## src/tpbr_pkg.sv

```systemverilog
// Shared types, register indexes and constants for the tilt pitch bend block.
// Holds the exp2 coefficient generator used at elaboration by the top level.
// No dependencies.
`default_nettype none
package tpbr_pkg;

  // Configuration register indexes.
  localparam logic [2:0] REG_ACCEL_CENTER   = 3'd0;
  localparam logic [2:0] REG_ACCEL_SENS     = 3'd1;
  localparam logic [2:0] REG_BEND_RANGE     = 3'd2;
  localparam logic [2:0] REG_SMOOTH_ALPHA   = 3'd3;
  localparam logic [2:0] REG_BASE_FREQ      = 3'd4;
  localparam logic [2:0] REG_FREQ_MIN       = 3'd5;
  localparam logic [2:0] REG_FREQ_MAX       = 3'd6;

  // Reset values of the configuration registers.
  localparam logic signed [15:0] RST_ACCEL_CENTER = 16'sd0;
  localparam logic [14:0] RST_ACCEL_SENS   = 15'd8192;
  localparam logic [27:0] RST_BEND_RANGE   = 28'd33554432;
  localparam logic [24:0] RST_SMOOTH_ALPHA = 25'd1677722;
  localparam logic [31:0] RST_BASE_FREQ    = 32'd28835840;
  localparam logic [31:0] RST_FREQ_MIN     = 32'd1310720;
  localparam logic [31:0] RST_FREQ_MAX     = 32'd1310720000;

  // Semitones to octaves: 2^35/12 rounded up, then a shift by 35. The floor
  // is exact for every dividend below 2^33.
  localparam logic [31:0] DIV12_RECIP = 32'hAAAA_AAAB;
  localparam int          DIV12_SHIFT = 35;

  // Width of the shared iteration counter (it holds up to 32, the exp2 entry mark).
  localparam int CNT_W = 6;

  // Control of the restoring divider.
  typedef struct packed {
    logic load;
    logic step;
  } div_cmd_t;

  function automatic logic [63:0] isqrt64(input logic [63:0] val);
    logic [63:0] x;
    logic [63:0] r;
    logic [63:0] bitv;
    x = val;
    r = 64'd0;
    bitv = 64'd1 << 62;
    for (int n = 0; n < 32; n++) begin
      if (bitv > x) bitv = bitv >> 2;
    end
    for (int n = 0; n < 32; n++) begin
      if (bitv != 64'd0) begin
        if (x >= r + bitv) begin
          x = x - (r + bitv);
          r = (r >> 1) + bitv;
        end else begin
          r = r >> 1;
        end
        bitv = bitv >> 2;
      end
    end
    return r;
  endfunction

  // Q31 value of 2^(2^-j), built by repeated square roots from sqrt(2).
  function automatic logic [31:0] exp2_coef(input int j);
    logic [63:0] c;
    c = 64'd3037000499;
    for (int n = 1; n < 32; n++) begin
      if (n < j) c = isqrt64(c << 31);
    end
    return c[31:0];
  endfunction

endpackage
`default_nettype wire

```

## src/tpbr_div.sv

```systemverilog
// Restoring divider: one quotient bit per step.
// Used for the sensitivity normalization.
// Depends on tpbr_pkg.
`default_nettype none
module tpbr_div (
  input  wire logic              clk,
  input  wire tpbr_pkg::div_cmd_t cmd,
  input  wire logic [15:0]       init_rem,
  input  wire logic [31:0]       init_dvd,
  input  wire logic [14:0]       divisor,
  output logic [31:0]            quot
);

  logic [15:0] rem_r;
  logic [31:0] dvd_r;
  logic [31:0] quot_r;
  logic [16:0] trial;
  logic        ge;
  logic [16:0] diff;

  assign trial = {rem_r, dvd_r[31]};
  assign ge    = trial >= 17'(divisor);
  assign diff  = trial - 17'(divisor);

  always_ff @(posedge clk) begin
    if (cmd.load) begin
      rem_r  <= init_rem;
      dvd_r  <= init_dvd;
      quot_r <= 32'd0;
    end else if (cmd.step) begin
      rem_r  <= ge ? diff[15:0] : trial[15:0];
      dvd_r  <= {dvd_r[30:0], 1'b0};
      quot_r <= {quot_r[30:0], ge};
    end
  end

  assign quot = quot_r;

endmodule
`default_nettype wire

```

## config.mk

```make
export PLATFORM = sky130hd
export DESIGN_NAME = tpbr_div
export DESIGN_NICKNAME = d
export VERILOG_FILES = /design/src/tpbr_pkg.sv /design/src/tpbr_div.sv
export SDC_FILE = /design/constraint.sdc
export NUM_CORES = 1
export LEC_CHECK = 0
export BUFFER_PORTS_ARGS = -buffer_cell sky130_fd_sc_hd__buf_4
export CAP_MARGIN = 20
export CORE_MARGIN = 2
export CORE_UTILIZATION = 40
export CTS_CLUSTER_DIAMETER = 80
export CTS_CLUSTER_SIZE = 25
export DETAILED_ROUTE_END_ITERATION = 8
export RECOVER_POWER = 50
export SLEW_MARGIN = 20
export SYNTH_ARGS = -nofsm -noshare
export SYNTH_HDL_FRONTEND = slang
export SYNTH_SLANG_ARGS = --single-unit
export TNS_END_PERCENT = 100
```

## constraint.sdc

```tcl
create_clock -name clk -period 2.9 [get_ports clk]
set_input_delay 0.145 -clock clk [delete_from_list [all_inputs] [get_ports clk]]
set_output_delay 0.145 -clock clk [all_outputs]
set_load 0.05 [all_outputs]
```

# Word-level counts from Yosys, hierarchy flattened
# Cells that the tools add are included.
[classes]
n_addsub = 1
order_cmp = 1
muxes = 5
n_reduce_logical = 1
[op_table]
columns = ["cell", "count"]
rows = [
  ["$mux 32", 2],
  ["$mux 16", 3],
  ["$ge 17x15->1", 1],
  ["$sub 16x15->16", 1],
  ["$reduce_bool 2->1", 1],
]
[word_totals]
reg_bits = 80
input_bits = 66
out_inout_bits = 32
word_cells = 11

# Depth between registers and ports, before layout
[logic_depth]
depth_word = 4
mapped_depth = 11
mapped_depth_nobuf = 11

# Worst setup path after synthesis
# No wires, ideal clock.
[synth_timing]
path_kind = "register -> register"
start = "register rem_r[0]"
end = "register rem_r[0], data pin"
setup_ps = 260
t_arrival_ps = 2217
t_required_ps = 2640
path_slack_ps = 424
stages_incl_launch_ff = 11
path_buffers = 2
synth_period_minus_slack_ps = 2476
cell_sequence = "edfxtp_1 > ha_1 > nor2b_1 > o21ba_2 > o21a_1 > o31ai_4 > and2_4 > buf_6 > buf_12 > o21ai_2 > mux2_2"
[synth_via]
elab_chain_cells = 4
[synth_lines]
columns = ["item", "line_no", "rtl"]
rows = [
  ["start, declared", "tpbr_div.sv:14", "logic [15:0] rem_r;"],
  ["start signal, assigned", "tpbr_div.sv:27", "rem_r <= init_rem;"],
  ["start signal, assigned", "tpbr_div.sv:31", "rem_r <= ge ? diff[15:0] : trial[15:0];"],
  ["$ge 17x15->1", "tpbr_div.sv:22", "assign ge = trial >= 17'(divisor);"],
  ["$mux 16", "tpbr_div.sv:31", ""],
  ["$mux 16", "tpbr_div.sv:30", "end else if (cmd.step) begin"],
  ["$mux 16", "tpbr_div.sv:26", "if (cmd.load) begin"],
]
# No other way between the ends. The select of a mux whose other input is x is not followed.
# A chain may end at the register's enable or synchronous reset.

# Worst setup path after layout
[layout_timing]
start = "register rem_r[0]"
end = "register rem_r[12], data pin"
[layout_via]
elab_chain_cells = 4
word_cells_on_any_way = 5
cone_classes = "add/sub: 1; order compare: 1; mux: 3"
[layout_lines]
columns = ["item", "line_no"]
rows = [
  ["$sub 16x15->16 / $ge 17x15->1 (equally long branches)", "tpbr_div.sv:23, tpbr_div.sv:22"],
  ["$mux 16 *", "tpbr_div.sv:31"],
  ["$mux 16 *", "tpbr_div.sv:30"],
  ["$mux 16 *", "tpbr_div.sv:26"],
]
# Every way passes the cells marked *; elsewhere a longest branch is shown, timed or not. The select of a mux whose other input is x is not followed.

==> flow_summary.ini <==
[status]
outcome = complete, but fails checks
violations = capacitance limit, slew limit

[routing]
dr.pass1.iters = 4
vias = 2971
routed_via_density = 4.95
drt-wirelength-per-cell_um = 14.0
ant_nets = 0
drc_errors = 0
drt-total-wl_um = 8390
first_iter_violations = 148

[logic_synthesis]
synth_area_leaders = edfxtp_1, dfxtp_1, mux2_2
ys_warn_count = 0
ys_async_sr_fraction = 0
postSynthCellCount = 366
synth_seq_cells = 80
netlist_area_um2 = 4140
synth_edf_count = 48
yosysSeqAreaShare = 0.503
ys.flop_type = edfxtp_1
synth_cell_types = 47
avgSynthCellArea_um2 = 11.3
synth_nets = 448
yosys.area.top_type = edfxtp_1
netlist.area_leader.share = 0.348

[sta]
skew_ns = 0.0108
setup_viol = 0
hold_violations = 0
worst_pin_slew_ns = 2.23
period_share = 0.922
rsz0062_at_grt = no
max_slew_margin = -0.487
final.min_clock_period_ns = 2.67
finalMaxSlewViolations = 70
timing.hold.ws_ns = 0.0689
setup-tns-final_ns = 0
fmax_mhz = 374

[global_routing]
grt_pass1_wl_um = 13600
grt_max_degree = 49
antenna_found_initial = 0
overflow = 0
grt_usage = 0.152
grt_pass1_vias = 2849

[placed_design]
port_buffers = 97
placed_cells = 584
place.gp.congestion = 0.752
dp.final_hpwl_um = 5910

[worst_setup_path]
cp-endpoint = rem_r[12]$_DFFE_PP_
critical_path_required_ns = 3.01
cp_num_cells = 8
r2r-end = rem_r[12]$_DFFE_PP_
critical-path-max-stage-delay_ns = 0.44
path_class = flip-flop to flip-flop
timing.critical_path.arrival_ns = 2.78
ff2ff_path_depth = 8
startpoint = rem_r[0]$_DFFE_PP_
path_delay_family = compound AO/OA/AOI/OAI gates
cp_cell_sequence = ha_1, nor2b_1, o21ba_2, o21a_1, o31ai_4, and2_4, o21ai_0, mux2_2
critical_path.n_buffers_inverters = 0
critPathMaxFanout = 25
cp-end-kind = flip-flop
crit_path_top_delay_cell = edfxtp_1
critPathLaunchType = flip-flop
ff2ff_setup_slack_ns = 0.23
r2r_start = rem_r[0]$_DFFE_PP_

[final_layout]
diodes = 0
drive_gt1_frac = 0.261
finalNetCount = 541
areaGrowthSynthToFinish_pct = 22.1
final_core_util = 0.496
instances_no_fill = 600

[die]
start_util = 0.407
fp-row-count = 37
ioPinCount = 98
core_area_um2 = 10200
die_w_um = 106
die_h_um = 106
die_area_um2 = 11200

[flow_run]
max-cap-violations = 2

[power]
power.total_uw = 3430
power-per-cell-area_nw_per_um2 = 679
peakVddDrop_v = 0.000295
p_leak_uw = 0.00211

[cts]
cts_sinks = 80
cts_made_buffers = 9
cts_buffer_depth = 2
h-tree-depth = 3
clock_latency_ns = 0.35
clk_root_buffer_cell = clkbuf_8
cts.clk_slew.worst_paths_ns = 0.09
tritoncts = done

[min_path]
worstHoldPathType = input pin to flip-flop
==> state kept, by name (all words and copies together) (netlist names) <==
signal and count:
quot 32, dvd_r 32, rem_r 16
==> report_power, final <==
| group | internal, uW | switching (uW) |
|---|---|---|
| registers | 1390 | 63.5 |
| logic | 536 | 603 |
| clock network | 417 | 424 |
| total | 2340 | 1090 |
==> cells by family after synthesis <==
kind of cell / share of synthesized area
xor gates and xnor gates: 0.0275
muxes: 0.175
DFF: 0.503
AOI/OAI and AO/OA: 0.0961
buffers and inverters: 0.0393
adders and majority gates: 0.0502
and+or+nand+nor: 0.109
==> tightest hold or removal path, stage by stage <==
cell and delay (ns):
buf_4 0.08, nand2_1 0.04, o21ai_0 0.06
==> synth_stat cells, drive strengths merged, types with 4 or more instances <==
cell type / count
inv: 18
dfxtp: 32
nor2b: 7
mux2i: 34
o21ai: 14
a211oi: 4
a221o: 4
a21o: 5
edfxtp: 48
nor3: 8
buf: 6
nand3: 8
nor2: 39
a21oi: 12
xor2: 5
nand3b: 4
mux2: 34
clkbuf: 12
xnor2: 8
o311ai: 5
nand2: 20
ha: 15
==> layout make-up <==
cell class,count,area (um2)
Fill cell,981,5130
Sequential cell,80,2080
Multi-Input combinational cell,250,1900
Timing Repair Buffer,100,632
Clock buffer,11,174
Tap cell,136,170
Inverter,18,67.6
Clock inverter,5,32.5
==> routing by layer <==
metal	wire length, um	GRT usage	part of all wire
met1	3870	0.203	0.46
met2	3930	0.235	0.47
met3	484	0.0464	0.058
met4	101	0.0555	0.012
met5	0	0	0
==> worst min-delay path by stage <==
stage	startpoint	to	slack (ns)	cells past startpoint
finish	init_rem[14]	rem_r[14]$_DFFE_PP_	0.07	3
global route	init_rem[8]	rem_r[8]$_DFFE_PP_	0.07	3
CTS	init_rem[14]	rem_r[14]$_DFFE_PP_	0.05	3
detailed placement	init_rem[14]	rem_r[14]$_DFFE_PP_	0.44	3
global placement	init_rem[2]	rem_r[2]$_DFFE_PP_	0.43	3
floorplan	init_rem[14]	rem_r[14]$_DFFE_PP_	0.33	2
==> what timing repair did <==
action                     in CTS  in global routing
gates resized for setup         0                  1
buffers inserted                0                  0
setup endpoints to repair       0                  1
hold buffers                    0                  0
==> layout by cell type, fill, tap and decap left out, types with 3 or more instances in the layout <==
master,count
xnor2_1,8
nor2_1,39
dfxtp_1,32
mux2_2,34
a21o_1,5
a221o_1,4
xor2_1,5
mux2i_1,34
buf_4,64
o21a_1,3
o21ai_0,12
nand3_1,8
o311ai_0,4
nand2_1,20
nor2b_1,7
edfxtp_1,48
a211oi_1,4
nor3_1,8
clkbuf_8,9
clkinv_2,3
nand3b_1,4
a21oi_1,11
inv_1,18
clkbuf_1,35
ha_1,15
==> per-stage QoR <==
| stage | instance area [um2] | setup slack [ns] |
|---|---|---|
| 2_1_floorplan | 4140 | 0.424 |
| 5_1_grt | 5050 | 0.0132 |
| 4_1_cts | 5180 | 0.176 |
| 3_5_place_dp | 4980 | 0.186 |
| 6_report | 5050 | 0.227 |
| 3_3_place_gp | 4980 | 0.292 |
(Power assumes the default switching activity.)
